### src/design/rhd_pkg.sv
`timescale 1ns / 1ps
`default_nettype none

package rhd_pkg;

  // NAL unit types handled specially
  localparam logic [4:0] NAL_STAP_A = 5'd24;
  localparam logic [4:0] NAL_FU_A   = 5'd28;

  // Packet error codes
  localparam logic [1:0] ERR_NONE  = 2'd0;
  localparam logic [1:0] ERR_SHORT = 2'd1;
  localparam logic [1:0] ERR_TRUNC = 2'd2;

  // Fixed RTP header length less the first byte
  localparam logic [17:0] HDR_REST = 18'd11;

  // Index of the final start-code byte (00 00 00 01)
  localparam logic [2:0] START_LAST = 3'd3;
  // Index of the main result behind a start code
  localparam logic [2:0] MAIN_IDX   = 3'd4;

  // Results caused by one packet byte: optional start code, then one result
  typedef struct packed {
    logic       start;
    logic [7:0] data;
    logic       valid;
    logic       nal_end;
    logic [1:0] err;
  } step_res_t;

endpackage

`default_nettype wire

### src/design/rhd_parser.sv
`timescale 1ns / 1ps
`default_nettype none

module rhd_parser (
  input  wire                    clk,
  input  wire                    rst,
  input  wire                    in_valid,
  output logic                   in_ready,
  input  wire  [7:0]             in_byte,
  input  wire                    in_last,
  output logic                   res_valid,
  output rhd_pkg::step_res_t     res,
  input  wire                    res_take
);
  import rhd_pkg::*;

  typedef enum logic [3:0] {
    PH_HDR0, PH_HDR, PH_EXT, PH_NALHDR, PH_SINGLE, PH_SIZE_HI, PH_SIZE_LO,
    PH_UNIT_FST, PH_UNIT_MORE, PH_FU_HDR, PH_FU_DATA, PH_DROP
  } phase_t;

  phase_t      phase, phase_next;
  logic [17:0] hdr_left, hdr_left_next;     // header bytes still to skip
  logic [1:0]  ext_cnt, ext_cnt_next;       // byte index in extension header
  logic        ext_flag, ext_flag_next;
  logic [7:0]  ext_high, ext_high_next;
  logic [15:0] unit_rem, unit_rem_next;
  logic [2:0]  fu_ind, fu_ind_next;
  logic        fu_active, fu_active_next;
  logic        fu_end, fu_end_next;

  logic        emit;
  step_res_t   r;
  logic [15:0] words;
  logic [15:0] rem_dec;
  logic        accept;

  assign in_ready = !res_valid || res_take;
  assign accept   = in_valid && in_ready;
  assign words    = {ext_high, in_byte};
  assign rem_dec  = unit_rem - 16'd1;

  // Next state and results for the byte at the input
  always_comb begin
    phase_next     = phase;
    hdr_left_next  = hdr_left;
    ext_cnt_next   = ext_cnt;
    ext_flag_next  = ext_flag;
    ext_high_next  = ext_high;
    unit_rem_next  = unit_rem;
    fu_ind_next    = fu_ind;
    fu_active_next = fu_active;
    fu_end_next    = fu_end;
    emit           = 1'b0;
    r              = '0;

    unique case (phase)
      PH_HDR0: begin
        hdr_left_next = HDR_REST + {12'd0, in_byte[3:0], 2'b00};
        ext_flag_next = in_byte[4];
        phase_next    = PH_HDR;
      end
      PH_HDR: begin
        hdr_left_next = hdr_left - 18'd1;
        if (hdr_left == 18'd1) begin
          if (ext_flag) begin
            ext_cnt_next = 2'd0;
            phase_next   = PH_EXT;
          end else begin
            phase_next = PH_NALHDR;
          end
        end
      end
      PH_EXT: begin
        ext_cnt_next = ext_cnt + 2'd1;
        if (ext_cnt == 2'd2) begin
          ext_high_next = in_byte;
        end else if (ext_cnt == 2'd3) begin
          hdr_left_next = {words, 2'b00};
          ext_flag_next = 1'b0;
          phase_next    = (words != 16'd0) ? PH_HDR : PH_NALHDR;
        end
      end
      PH_NALHDR: begin
        if (in_byte[4:0] == NAL_STAP_A) begin
          fu_active_next = 1'b0;
          phase_next     = PH_SIZE_HI;
        end else if (in_byte[4:0] == NAL_FU_A) begin
          fu_ind_next = in_byte[7:5];
          phase_next  = PH_FU_HDR;
        end else begin
          fu_active_next = 1'b0;
          emit           = 1'b1;
          r              = '{start: 1'b1, data: in_byte, valid: 1'b1,
                             nal_end: in_last, err: ERR_NONE};
          phase_next     = PH_SINGLE;
        end
      end
      PH_SINGLE: begin
        emit = 1'b1;
        r    = '{start: 1'b0, data: in_byte, valid: 1'b1,
                 nal_end: in_last, err: ERR_NONE};
      end
      PH_SIZE_HI: begin
        unit_rem_next = {in_byte, 8'd0};
        phase_next    = PH_SIZE_LO;
      end
      PH_SIZE_LO: begin
        unit_rem_next = {unit_rem[15:8], in_byte};
        phase_next    = ({unit_rem[15:8], in_byte} != 16'd0) ? PH_UNIT_FST : PH_SIZE_HI;
      end
      PH_UNIT_FST, PH_UNIT_MORE: begin
        unit_rem_next = rem_dec;
        emit          = 1'b1;
        r.start       = (phase == PH_UNIT_FST);
        r.data        = in_byte;
        r.valid       = 1'b1;
        r.nal_end     = (rem_dec == 16'd0) || in_last;
        // unit cut short by the packet end
        r.err         = ((rem_dec != 16'd0) && in_last) ? ERR_TRUNC : ERR_NONE;
        phase_next    = (rem_dec == 16'd0) ? PH_SIZE_HI : PH_UNIT_MORE;
      end
      PH_FU_HDR: begin
        fu_end_next = in_byte[6];
        if (in_byte[7]) begin
          // start fragment: rebuilt NAL header behind a start code
          emit           = 1'b1;
          r              = '{start: 1'b1, data: {fu_ind, in_byte[4:0]}, valid: 1'b1,
                             nal_end: in_last && in_byte[6], err: ERR_NONE};
          fu_active_next = !(in_last && in_byte[6]);
          phase_next     = PH_FU_DATA;
        end else if (fu_active) begin
          // end fragment with no payload closes the unit
          if (in_last && in_byte[6]) begin
            emit           = 1'b1;
            r              = '{start: 1'b0, data: 8'd0, valid: 1'b0,
                               nal_end: 1'b1, err: ERR_NONE};
            fu_active_next = 1'b0;
          end
          phase_next = PH_FU_DATA;
        end else begin
          phase_next = PH_DROP;
        end
      end
      PH_FU_DATA: begin
        emit    = 1'b1;
        r       = '{start: 1'b0, data: in_byte, valid: 1'b1,
                    nal_end: in_last && fu_end, err: ERR_NONE};
        if (in_last && fu_end) fu_active_next = 1'b0;
      end
      PH_DROP: begin
      end
      default: begin
      end
    endcase

    // Packet end: flag a packet with no payload, then restart the parse
    if (in_last) begin
      if (phase_next == PH_HDR0 || phase_next == PH_HDR || phase_next == PH_EXT ||
          phase_next == PH_NALHDR) begin
        emit = 1'b1;
        r    = '{start: 1'b0, data: 8'd0, valid: 1'b0, nal_end: 1'b0, err: ERR_SHORT};
      end
      phase_next    = PH_HDR0;
      hdr_left_next = '0;
      ext_cnt_next  = '0;
      ext_flag_next = 1'b0;
      ext_high_next = '0;
      unit_rem_next = '0;
      fu_end_next   = 1'b0;
    end
  end

  // State and result register
  always_ff @(posedge clk) begin
    if (rst) begin
      phase     <= PH_HDR0;
      hdr_left  <= '0;
      ext_cnt   <= '0;
      ext_flag  <= 1'b0;
      ext_high  <= '0;
      unit_rem  <= '0;
      fu_ind    <= '0;
      fu_active <= 1'b0;
      fu_end    <= 1'b0;
      res_valid <= 1'b0;
    end else begin
      if (accept) begin
        phase     <= phase_next;
        hdr_left  <= hdr_left_next;
        ext_cnt   <= ext_cnt_next;
        ext_flag  <= ext_flag_next;
        ext_high  <= ext_high_next;
        unit_rem  <= unit_rem_next;
        fu_ind    <= fu_ind_next;
        fu_active <= fu_active_next;
        fu_end    <= fu_end_next;
      end
      if (accept && emit) begin
        res_valid <= 1'b1;
        res       <= r;
      end else if (res_take) begin
        res_valid <= 1'b0;
      end
    end
  end

  // Every packet end brings the parser back to the first header byte
  a_restart: assert property (@(posedge clk) disable iff (rst)
    (accept && in_last) |=> (phase == PH_HDR0))
    else $error("parser did not restart after packet end");

  // A short-packet status never carries a start code or a stream byte
  a_status: assert property (@(posedge clk) disable iff (rst)
    (res_valid && res.err == ERR_SHORT) |-> (!res.start && !res.valid && !res.nal_end))
    else $error("short-packet status mixed with stream data");

endmodule

`default_nettype wire

### src/design/rhd_serializer.sv
`timescale 1ns / 1ps
`default_nettype none

module rhd_serializer (
  input  wire                 clk,
  input  wire                 rst,
  input  wire                 res_valid,
  input  rhd_pkg::step_res_t  res,
  output logic                res_take,
  output logic                m_tvalid,
  input  wire                 m_tready,
  output logic [15:0]         m_tdata,  // out_byte[7:0], nal_end[8], packet_error[10:9], zeros
  output logic                m_tuser,  // byte_valid
  output logic                m_tlast   // run_last
);
  import rhd_pkg::*;

  logic [2:0] idx;        // result index within the current request
  logic       can_load;
  logic       final_res;
  logic       in_start;   // current result is a start-code byte

  assign can_load  = !m_tvalid || m_tready;
  assign in_start  = res.start && (idx != MAIN_IDX);
  assign final_res = !in_start;
  assign res_take  = res_valid && can_load && final_res;

  // Output register, stepping through the start code before the main result
  always_ff @(posedge clk) begin
    if (rst) begin
      m_tvalid <= 1'b0;
      idx      <= '0;
    end else if (can_load) begin
      m_tvalid <= res_valid;
      if (res_valid) begin
        if (in_start) begin
          m_tdata <= {5'd0, ERR_NONE, 1'b0, 7'd0, (idx == START_LAST)};
          m_tuser <= 1'b1;
          m_tlast <= 1'b0;
          idx     <= idx + 3'd1;
        end else begin
          m_tdata <= {5'd0, res.err, res.nal_end, res.data};
          m_tuser <= res.valid;
          m_tlast <= 1'b1;
          idx     <= '0;
        end
      end
    end
  end

  // Index only runs past zero while a start code is being sent
  a_idx_start: assert property (@(posedge clk) disable iff (rst)
    (idx != 3'd0) |-> (res_valid && res.start))
    else $error("result index moved without a start code");

  a_idx_range: assert property (@(posedge clk) disable iff (rst)
    idx <= MAIN_IDX)
    else $error("result index out of range");

  // Short-packet status is always the only result of its byte
  a_status_out: assert property (@(posedge clk) disable iff (rst)
    (m_tvalid && m_tdata[10:9] == ERR_SHORT) |-> (m_tlast && !m_tuser))
    else $error("status result not marked as sole result");

endmodule

`default_nettype wire

### src/design/rtp_h264_depacketizer_unit.sv
// RTP H.264 depacketizer: RTP packet bytes in, Annex-B byte stream out.
// Input channel s_*: one packet byte per request in s_tdata[7:0], s_tlast on
// the final byte of each packet. RTP header, CSRC list and extension are
// skipped; single NAL units, STAP-A and FU-A payloads become start-code
// delimited NAL units.
// Output channel m_*: one result per request. m_tdata carries the stream byte,
// nal_end and packet_error; m_tuser is byte_valid (0 on a pure status
// result); m_tlast marks the last result caused by one input byte.
// An accepted byte's first result passes the parser register, then the output register.
// Throughput: one input byte per cycle when it causes at most one result and m_tready
// stays high; a byte that opens a NAL unit causes a start code plus its own byte,
// five results, and holds the input while the output register steps through them.
// Reset: parser returns to waiting for the first header byte, no FU-A unit
// open, output empty.
// Stall: while m_tready is low the output register holds, one more request
// waits in the parser register, then s_tready drops.
`timescale 1ns / 1ps
`default_nettype none

module rtp_h264_depacketizer_unit (
  input  wire         clk,
  input  wire         rst,
  input  wire         s_tvalid,
  output logic        s_tready,
  input  wire  [7:0]  s_tdata,   // data_byte[7:0]
  input  wire         s_tlast,   // packet_last
  output logic        m_tvalid,
  input  wire         m_tready,
  output logic [15:0] m_tdata,   // out_byte[7:0], nal_end[8], packet_error[10:9], zeros
  output logic        m_tuser,   // byte_valid
  output logic        m_tlast    // run_last
);
  import rhd_pkg::*;

  logic      res_valid;
  logic      res_take;
  step_res_t res;

  rhd_parser u_parser (
    .clk       (clk),
    .rst       (rst),
    .in_valid  (s_tvalid),
    .in_ready  (s_tready),
    .in_byte   (s_tdata),
    .in_last   (s_tlast),
    .res_valid (res_valid),
    .res       (res),
    .res_take  (res_take)
  );

  rhd_serializer u_serializer (
    .clk       (clk),
    .rst       (rst),
    .res_valid (res_valid),
    .res       (res),
    .res_take  (res_take),
    .m_tvalid  (m_tvalid),
    .m_tready  (m_tready),
    .m_tdata   (m_tdata),
    .m_tuser   (m_tuser),
    .m_tlast   (m_tlast)
  );

endmodule

`default_nettype wire

### config.mk
export PLATFORM = sky130hd
export DESIGN_NAME = rtp_h264_depacketizer_unit
export DESIGN_NICKNAME = d
export VERILOG_FILES = /design/src/design/rhd_pkg.sv /design/src/design/rhd_parser.sv /design/src/design/rhd_serializer.sv /design/src/design/rtp_h264_depacketizer_unit.sv
export SDC_FILE = /design/constraint.sdc
export NUM_CORES = 1
export LEC_CHECK = 0
export BUFFER_PORTS_ARGS = -buffer_cell sky130_fd_sc_hd__buf_4
export CAP_MARGIN = 0
export CELL_PAD_IN_SITES_DETAIL_PLACEMENT = 0
export CELL_PAD_IN_SITES_GLOBAL_PLACEMENT = 2
export CORE_ASPECT_RATIO = 1.1
export CORE_UTILIZATION = 41
export CTS_BUF_LIST = sky130_fd_sc_hd__clkbuf_2
export DETAILED_ROUTE_END_ITERATION = 10
export PLACE_DENSITY_LB_ADDON = 0.1
export SKIP_CTS_REPAIR_TIMING = 1
export SYNTH_ARGS = -nofsm -noshare
export SYNTH_HDL_FRONTEND = slang
export SYNTH_SLANG_ARGS = --single-unit
### constraint.sdc
create_clock -name clk -period 4.5 [get_ports clk]
set_input_delay 0.225 -clock clk [delete_from_list [all_inputs] [get_ports clk]]
set_output_delay 0.225 -clock clk [all_outputs]
set_load 0.1 [all_outputs]
==> results.env, run 1 <==
DRT.ANTENNA.VIOLATING_NETS=0
HOLDPATHSTAGES=3
TIMING.FINAL.MAX_SLEW_VIOLATIONS=0
WORSTSETUPSTARTPOINTTYPE='flop'
FINAL-SETUP-VIOL-COUNT=0
MAXCAPVIOLATIONS=0
WORST_PATH_MAX_DELAY_CELL='sky130_fd_sc_hd__dfxtp_1'
UNREPAIRED_SETUP_ENDPOINTS_AFTER_GLOBAL_ROUTING='no'
PLACEABLECOREAREA_UM2=12100
CTS-BUFFERS-INSERTED=9
HOLD-PATH-ENDPOINT='u_parser.ext_high[3]$_SDFFE_PP0P_'
SYNTHESIS.AREA_PER_INSTANCE_UM2=8.32
STATUS='complete, no violations'
SHARE_OF_THE_SYNTHESIZED_AREA_IN_THE_TOP_CELL_TYPE=0.231
DIEAREA_UM2=12900
HOLD_START='s_tdata[3]'
CLK_PATH_BUF_DEPTH=2
SYNTH_AREA_UM2=5120
CRITICAL_PATH_REQUIRED_PS=4820
REG2REG_FROM='u_parser.phase[3]$_SDFFE_PP0P_'
SYNTH_WARNINGS=0
END_KIND='flop'
POSTSYNTHCELLCOUNT=616
SYNTHTOLAYOUTAREAGROWTH_PCT=8.28
YS_SEQ_ELEMENTS=85
TIMING_WORST_SLEW_PIN_VALUE_PS=978
GRTUSAGETOTAL=0.236
DRT-VIAS-PER-INSTANCE=5.99
CTS_NUM_SINKS=85
IO_BUFFERS=27
CLK-INSERTION-DELAY-LATE_PS=610
LAYOUT-DRIVE-GT1-SHARE=0.0997
ROUTABILITYCONGESTION=0.841
LARGEST_STAGE_DELAY_WORST_PATH_PS=830
DRT-WIRELENGTH-PER-CELL_UM=18.7
CRIT_PATH_CELL_TRACE='nor4bb_1 > nor2b_1 > nand3_1 > nand2_1 > nor2_1 > nor3_1 > buf_4'
PEAKVDDDROP_mV=0.153
POST_SYNTH_MOST_FREQUENT_CELLS='72 x sky130_fd_sc_hd__nor2_1, 59 x sky130_fd_sc_hd__dfxtp_1, 55 x sky130_fd_sc_hd__nand2_1, 44 x sky130_fd_sc_hd__o21ai_0, 39 x sky130_fd_sc_hd__a21oi_1'
WORST_SLEW_MARGIN_REL=0.346
PLACEDINSTANCEAREA_UM2=5340
GRT_PASS1_VIAS=4302
FINAL_AREA_UM2=5550
LEAKAGEPOWER_uW=0.00204
SYNTH_TOP_CELLS_BY_AREA='sky130_fd_sc_hd__dfxtp_1 23%, sky130_fd_sc_hd__edfxtp_1 15%, sky130_fd_sc_hd__nor2_1 5.3%, sky130_fd_sc_hd__o21ai_0 4.3%, sky130_fd_sc_hd__nand2_1 4.0%'
GRT_START_MAX_NET_PINS=33
NETLIST.TOP_CELL.BY_AREA='sky130_fd_sc_hd__dfxtp_1'
FIN_SETUP_TNS_PS=0
CTS.REPORTEDPATHS.CLKPINSLEW_PS=250
CTS_TREE='built'
WIRELENGTH_UM=14700
DIEWIDTH_UM=109
TIME_THE_WORST_PATH_NEEDS_WITH_I_O_DELAYS_AND_SETUP_PS=2870
TOTAL_GR_OVERFLOW=0
ANTENNA_FOUND_INITIAL=1
SYNTHARSTFLOPSHARE=0
FP.DIEH_UM=119
POST-DP-HPWL_UM=10100
FIRST_PASS_GRT_WIRE_LENGTH_UM=23100
FIRST_PASS_ITERS=5
R2R_END='u_parser.res[1]$_DFFE_PP_'
CRITPATHBUFINV=1
YOSYSUNIQUECELLTYPES=72
WORSTSETUPPATHDEPTH=7
CTSROOTBUFFERMASTER='sky130_fd_sc_hd__clkbuf_2'
CLOCK.FMAX_MHz=349
CATEGORY_OF_CELLS_ACCOUNTING_FOR_THE_LARGEST_SHARE_OF_CRITICAL_PATH_DELAY='simple AND/OR/NAND/NOR gates'
SYNTH_SEQ_AREA_SHARE=0.383
FINAL.PERIOD_UTILIZATION=0.638
HOLDCRITPATHCLASS='in -> reg'
DETAILROUTE.VIA_COUNT=4718
SYNTH_MOST_COMMON_CELL='sky130_fd_sc_hd__nor2_1'
SYNTH-MAIN-FF-CELL='sky130_fd_sc_hd__dfxtp_1'
R2R_DEPTH=7
PLACE_WORST_SETUP_SLACK_PS=1730
TOP_LEVEL_PORTS=33
CLOCK_TREE.HTREE_LEVEL_COUNT=3
REGTOREGSETUPSLACK_PS=1630
FLOORPLAN.ROWS=42
POWER_uW=1540
TIMING.FINAL.WS_SETUP_PS=1630
DESIGN.FINAL.NETS=651
PATH_MAX_FANOUT=23
FILLERS=1232
HOLD_VIOL=0
TIMING.CRITICAL_PATH.ARRIVAL_PS=3190
SYNTH_EDF_COUNT=26
INITIAL_UTILIZATION=0.424
HOLD_WS_PS=71.5
POST-ROUTE-DRC-COUNT=0
WORST-SETUP-PATH-TYPE='reg -> reg'
DETAIL_ROUTE.ITER0.VIOLATIONS=381
POWERDENSITY_nW_PER_UM2=278
CLOCK_SKEWS_PS=42.5
[through the flow]
step                 util  cells
floorplan               -    620
global placement    0.441    761
detailed placement  0.441    761
CTS                 0.450    776
global route        0.459    787
finish              0.459    787
[cells by family (layout without fill, tap and decap cells)]
| kind of cell | Yosys count | count (layout) | share of synthesized area |
|---|---|---|---|
| and+or+nand+nor | 251 | 251 | 0.255 |
| AOI/OAI and AO/OA | 181 | 181 | 0.236 |
| muxes | 5 | 5 | 0.00977 |
| xor gates and xnor gates | 16 | 16 | 0.0274 |
| other | 1 | 6 | 0.000732 |
| DFF | 85 | 85 | 0.383 |
| buffers and inverters | 67 | 79 | 0.0635 |
| adders and majority gates | 10 | 10 | 0.0244 |
[worst register-to-register path: cells and delay by family (launching register included)]
| family | cells | cell delay, ps |
|---|---|---|
| AND/OR/NAND/NOR | 6 | 1520 |
| flip-flops | 1 | 830 |
| buffers and inverters | 1 | 240 |
[cell usage in the layout (no fill, tap or decap), types with 11 or more instances in the layout]
cell type                  synthesis  final
sky130_fd_sc_hd__inv_1            20     20
sky130_fd_sc_hd__a22oi_1          22     22
sky130_fd_sc_hd__nand2_1          55     55
sky130_fd_sc_hd__edfxtp_1         26     26
sky130_fd_sc_hd__and2_1           15     15
sky130_fd_sc_hd__dfxtp_1          59     59
sky130_fd_sc_hd__a21oi_1          39     39
sky130_fd_sc_hd__buf_4             5     34
sky130_fd_sc_hd__nand3_1          17     17
sky130_fd_sc_hd__o21ai_0          44     44
sky130_fd_sc_hd__nor4_1           17     17
sky130_fd_sc_hd__nor2_1           72     72
sky130_fd_sc_hd__nor3_1           19     19
sky130_fd_sc_hd__xnor2_1          11     11
[sequential cells by signal, summed over array words and instances, names as in the netlist, 2 cells and up]
signal	count
u_parser.hdr_left	18
u_parser.unit_rem	16
u_parser.res	13
u_serializer.m_tdata	11
u_parser.ext_high	8
u_parser.phase	4
u_parser.fu_ind	3
u_serializer.idx	3
u_parser.ext_cnt	2
[how the worst max path moves through the flow]
stage	startpoint	end	slack [ps]
after floorplan	u_parser.phase[0]$_SDFFE_PP0P_	u_parser.res[0]$_SDFFCE_PN0P_	1480
after global placement	u_parser.phase[3]$_SDFFE_PP0P_	u_parser.res[1]$_DFFE_PP_	1820
after detailed placement	u_parser.phase[3]$_SDFFE_PP0P_	u_parser.res[2]$_DFFE_PP_	1730
after CTS	u_parser.phase[3]$_SDFFE_PP0P_	u_parser.res[2]$_DFFE_PP_	1680
after global routing	u_parser.phase[3]$_SDFFE_PP0P_	u_parser.res[2]$_DFFE_PP_	1370
final	u_parser.phase[3]$_SDFFE_PP0P_	u_parser.res[1]$_DFFE_PP_	1630
[area by class of cell]
type	instances	area, um^2	share of cell area
diodes	1	2.50	0.000451
clock buffers	9	45.0	0.00812
repair buffers	44	355	0.0641
inverters	20	75.1	0.0135
well taps	154	193	0.0347
multi-input cells	468	2850	0.514
clock inverters	6	63.8	0.0115
flip-flops and latches	85	1960	0.354
[per-layer routing]
metal / GRT usage / up-vias / routed length [um]
met1: 0.311 / 2253 / 6850
li1: - / 2285 / -
met4: 0.140 / 0 / 540
met5: 0 / - / 0
met2: 0.361 / 146 / 6710
met3: 0.0367 / 34 / 639
[power by group]
group	switching, uW	leakage [uW]	internal (uW)
registers	22.3	0.000720	808
logic	202	0.00126	97.4
clock network	288	0.0000658	126
Power figures use the tool's default switching activity.
==> run 2: changes to the inputs <==
ABC_AREA = 1   (was unset)
CORE_UTILIZATION = 36   (was 41)
clock period = 2.8 ns   (was 4.5 ns; I/O delays follow)
==> run 2 against run 1 <==
Clock-buffer cell count unchanged. Sequential share of layout area shrank 1.4 points. Register-to-register slack got worse by 1300 ps. Non-clock buffer count up 2. Hold slack worse by 48 ps. Critical path depth grew 10. First-iteration DRC count down 36%. Die area increased by 14%. Setup slack lost 1300 ps. Area after synthesis increased by 0.44%.
==> results.env, run 2 <==
POST_SYNTH_MOST_FREQUENT_CELLS='197 x sky130_fd_sc_hd__nand2_1, 98 x sky130_fd_sc_hd__inv_1, 96 x sky130_fd_sc_hd__nor2_1, 70 x sky130_fd_sc_hd__a21oi_1, 59 x sky130_fd_sc_hd__dfxtp_1'  # was 72 x sky130_fd_sc_hd__nor2_1, 59 x sky130_fd_sc_hd__dfxtp_1, 55 x sky130_fd_sc_hd__nand2_1, 44 x sky130_fd_sc_hd__o21ai_0, 39 x sky130_fd_sc_hd__a21oi_1
HOLDCRITPATHCLASS='in -> reg'  # unchanged
FP.DIEH_UM=127  # was 119 um
PATH_MAX_FANOUT=7  # was 23
CTSROOTBUFFERMASTER='sky130_fd_sc_hd__clkbuf_2'  # unchanged
R2R_DEPTH=17  # was 7
CLOCK_SKEWS_PS=19.4  # was 42.5 ps
GRTUSAGETOTAL=0.215  # was 0.236
FINAL_CELL_MIX='196 x sky130_fd_sc_hd__nand2_1, 96 x sky130_fd_sc_hd__inv_1, 95 x sky130_fd_sc_hd__nor2_1, 70 x sky130_fd_sc_hd__a21oi_1, 59 x sky130_fd_sc_hd__dfxtp_1'  # was 72 x sky130_fd_sc_hd__nor2_1, 59 x sky130_fd_sc_hd__dfxtp_1, 55 x sky130_fd_sc_hd__nand2_1, 44 x sky130_fd_sc_hd__o21ai_0, 39 x sky130_fd_sc_hd__a21oi_1
FINALCOREUTILIZATION=0.417  # was 0.459
WORST_PATH_MAX_DELAY_CELL='sky130_fd_sc_hd__dfxtp_1'  # unchanged
DRT-WIRELENGTH-PER-CELL_UM=15.1  # was 18.7 um
CLOCK.FMAX_MHz=411  # was 349 MHz
PLACEDINSTANCEAREA_UM2=5520  # was 5340 um^2
CRITPATHLAUNCH='u_parser.unit_rem[0]$_SDFFE_PP0P_'  # was u_parser.phase[3]$_SDFFE_PP0P_
LEAKAGEPOWER_uW=0.00242  # was 0.00204 uW
TOP_LEVEL_PORTS=33  # unchanged
SYNTH_AREA_UM2=5140  # was 5120 um^2
ANTENNA_FOUND_INITIAL=1  # unchanged
SYNTH_MOST_COMMON_CELL='sky130_fd_sc_hd__nand2_1'  # was sky130_fd_sc_hd__nor2_1
POSTSYNTHCELLCOUNT=758  # was 616
CTS_TREE='built'  # unchanged
FIRST_PASS_ITERS=6  # was 5
FIRST_PASS_GRT_WIRE_LENGTH_UM=24000  # was 23100 um
CRIT_PATH_CELL_TRACE='inv_2 > ha_2 > nand2_1 > nor2_1 > nand2_1 > nand2_1 > nand2_1 > nor2_1 > nand3_1 > nor2_1 > nand3_1 > nand2_1 > nand2_1 > nand3_2 > nand2_1 > nand2_2 > clkinvlp_4'  # was nor4bb_1 > nor2b_1 > nand3_1 > nand2_1 > nor2_1 > nor3_1 > buf_4
HOLDPATHSTAGES=2  # was 3
TIMING_WORST_SLEW_PIN_VALUE_PS=950  # was 978 ps
INITIAL_UTILIZATION=0.371  # was 0.424
IO_BUFFERS=27  # unchanged
CLOCK_TREE.HTREE_LEVEL_COUNT=3  # unchanged
SYNTHARSTFLOPSHARE=0  # unchanged
SYNTH_TOP_CELLS_BY_AREA='sky130_fd_sc_hd__dfxtp_1 23%, sky130_fd_sc_hd__edfxtp_1 15%, sky130_fd_sc_hd__nand2_1 14%, sky130_fd_sc_hd__inv_1 7.1%, sky130_fd_sc_hd__nor2_1 7.0%'  # was sky130_fd_sc_hd__dfxtp_1 23%, sky130_fd_sc_hd__edfxtp_1 15%, sky130_fd_sc_hd__nor2_1 5.3%, sky130_fd_sc_hd__o21ai_0 4.3%, sky130_fd_sc_hd__nand2_1 4.0%
BIGGESTREGSBYFLOPS='u_parser.hdr_left: 18 flops, u_parser.unit_rem: 16 flops, u_parser.res: 13 flops'  # unchanged
SYNTH-MAIN-FF-CELL='sky130_fd_sc_hd__dfxtp_1'  # unchanged
CRITICAL_PATH_REQUIRED_PS=3170  # was 4820 ps
POST-ROUTE-DRC-COUNT=0  # unchanged
HOLD_WS_PS=23.5  # was 71.5 ps
SYNTH_SEQ_AREA_SHARE=0.381  # was 0.383
CTS-BUFFERS-INSERTED=9  # unchanged
DRT.ANTENNA.VIOLATING_NETS=0  # unchanged
DIEAREA_UM2=14800  # was 12900 um^2
PLACEABLECOREAREA_UM2=13900  # was 12100 um^2
DETAIL_ROUTE.ITER0.VIOLATIONS=245  # was 381
ROUTABILITYCONGESTION=0.872  # was 0.841
DETAILROUTE.VIA_COUNT=4919  # was 4718
WORSTSETUPSTARTPOINTTYPE='flop'  # unchanged
LAYOUT-DRIVE-GT1-SHARE=0.136  # was 0.0997
POST-DP-HPWL_UM=11100  # was 10100 um
CRITICAL-PATH-TOP-CELL-BY-COUNT='sky130_fd_sc_hd__nand2_1'
CTS_NUM_SINKS=85  # unchanged
GRT_PASS1_VIAS=4626  # was 4302
HOLD_VIOL=0  # unchanged
YOSYSUNIQUECELLTYPES=45  # was 72
CTS.REPORTEDPATHS.CLKPINSLEW_PS=250  # about the same
CLK-INSERTION-DELAY-LATE_PS=600  # was 610 ps
SYNTH_EDF_COUNT=26  # unchanged
FINAL-SETUP-VIOL-COUNT=0  # unchanged
STATUS='complete, no violations'  # unchanged
WIRELENGTH_UM=15000  # was 14700 um
END_KIND='flop'  # unchanged
WORST-SETUP-PATH-TYPE='reg -> reg'  # unchanged
FIN_SETUP_TNS_PS=0  # unchanged
POWER_uW=2470  # was 1540 uW
FINAL_AREA_UM2=5770  # was 5550 um^2
LARGEST_STAGE_DELAY_WORST_PATH_PS=400  # was 830 ps
REG2REG_FROM='u_parser.unit_rem[0]$_SDFFE_PP0P_'  # was u_parser.phase[3]$_SDFFE_PP0P_
TIMING.FINAL.MAX_SLEW_VIOLATIONS=0  # unchanged
LAYOUT.CELLS.MOST_COMMON='sky130_fd_sc_hd__nand2_1'  # was sky130_fd_sc_hd__nor2_1
CRIT_PATH_END='u_parser.res[6]$_DFFE_PP_'  # was u_parser.res[1]$_DFFE_PP_
WORST_SLEW_MARGIN_REL=0.365  # was 0.346
SYNTHESIS.AREA_PER_INSTANCE_UM2=6.79  # was 8.32 um^2
GRT_START_MAX_NET_PINS=54  # was 33
UNREPAIRED_SETUP_ENDPOINTS_AFTER_GLOBAL_ROUTING='no'  # unchanged
YS_SEQ_ELEMENTS=85  # unchanged
POWERDENSITY_nW_PER_UM2=428  # was 278 nW/um^2
TIMING.CRITICAL_PATH.ARRIVAL_PS=2800  # was 3190 ps
PEAKVDDDROP_mV=0.175  # was 0.153 mV
REGTOREGSETUPSLACK_PS=370  # was 1630 ps
DRT-VIAS-PER-INSTANCE=4.96  # was 5.99
SYNTH_WARNINGS=0  # unchanged
NETLIST.TOP_CELL.BY_AREA='sky130_fd_sc_hd__dfxtp_1'  # unchanged
TIME_THE_WORST_PATH_NEEDS_WITH_I_O_DELAYS_AND_SETUP_PS=2430  # was 2870 ps
SHARE_OF_THE_SYNTHESIZED_AREA_IN_THE_TOP_CELL_TYPE=0.230  # was 0.231
FILLERS=1542  # was 1232
R2R_END='u_parser.res[6]$_DFFE_PP_'  # was u_parser.res[1]$_DFFE_PP_
TOTAL_GR_OVERFLOW=0  # unchanged
SYNTHTOLAYOUTAREAGROWTH_PCT=12.2  # was 8.28%
MAXCAPVIOLATIONS=0  # unchanged
TOP_REG_BY_FLOPS='u_parser.hdr_left'  # unchanged
DIEWIDTH_UM=116  # was 109 um
DESIGN.FINAL.NETS=821  # was 651
FLOORPLAN.ROWS=45  # was 42
CLK_PATH_BUF_DEPTH=2  # unchanged
LARGEST_REGISTER_FFS=18  # unchanged
FINAL.PERIOD_UTILIZATION=0.868  # was 0.638
run 2: cell types whose count changed after synthesis, moves of 10 or more:
cell                       previous run  this run
sky130_fd_sc_hd__inv_2                0        13
sky130_fd_sc_hd__nand3_1             17        32
sky130_fd_sc_hd__and2_1              15         0
sky130_fd_sc_hd__o21ai_0             44        33
sky130_fd_sc_hd__a22oi_1             22         2
sky130_fd_sc_hd__clkbuf_1            30         9
sky130_fd_sc_hd__nand2_1             55       197
sky130_fd_sc_hd__inv_1               20        98
sky130_fd_sc_hd__nor2_2               0        18
sky130_fd_sc_hd__a21oi_1             39        70
sky130_fd_sc_hd__nor3_1              19         9
sky130_fd_sc_hd__nor4_1              17         3
sky130_fd_sc_hd__nor2_1              72        96
run 2: logic make-up after synthesis:
group | Yosys count | synth area share
simple gates | 383 | 0.321
compound gates | 141 | 0.157
buf+inv | 134 | 0.108
flops | 85 | 0.381
fa+ha+maj | 10 | 0.0243
xor+xnor | 4 | 0.00681
other cells | 1 | 0.000729
run 2: critical path, delay by kind of cell, from the launching register on:
family        cells  cell delay (ps)
buf+inv           2              290
simple gates     14             1300
flops             1              400
fa+ha+maj         1              220
run 2: through the flow:
step           cells  worst slack (ps)
2_1_floorplan    762              11.9
3_3_place_gp     963               222
3_5_place_dp     963              86.8
4_1_cts          979              59.3
5_1_grt          992              63.8
6_report         992               369
run 2: per-layer routing:
| metal | global-route usage | wire length (um) |
|---|---|---|
| met1 | 0.282 | 7030 |
| met2 | 0.353 | 7080 |
| met3 | 0.0327 | 484 |
| met4 | 0.0860 | 365 |
| met5 | 0 | 0 |
run 2: where the power goes:
group	leakage (uW)	total (uW)	switching, uW	internal [uW]
Sequential	0.000722	1320	21.7	1300
Combinational	0.00163	460	326	134
Clock	0.0000662	689	480	209
run 2: layout make-up:
class | count | area [um^2] | share of cell area
inverters | 112 | 424 | 0.0735
multi-input cells | 543 | 2650 | 0.459
clock buffers | 9 | 45.0 | 0.00780
repair inverters | 1 | 7.51 | 0.00130
flip-flops and latches | 85 | 1960 | 0.340
diodes | 1 | 2.50 | 0.000434
well taps | 188 | 235 | 0.0408
clock inverters | 7 | 75.1 | 0.0130
repair buffers | 46 | 373 | 0.0646
run 2: how the worst min path moves through the flow:
stage	start	endpoint	slack, ps
after floorplan	s_tdata[0]	u_parser.ext_high[0]$_SDFFE_PP0P_	280
after global placement	s_tdata[7]	u_parser.ext_high[7]$_SDFFE_PP0P_	410
after detailed placement	s_tdata[7]	u_parser.ext_high[7]$_SDFFE_PP0P_	420
after CTS	s_tdata[7]	u_parser.ext_high[7]$_SDFFE_PP0P_	-270
after global routing	rst	u_parser.ext_cnt[1]$_SDFFE_PP0P_	3
final	rst	u_serializer.idx[1]$_SDFFE_PP0P_	20
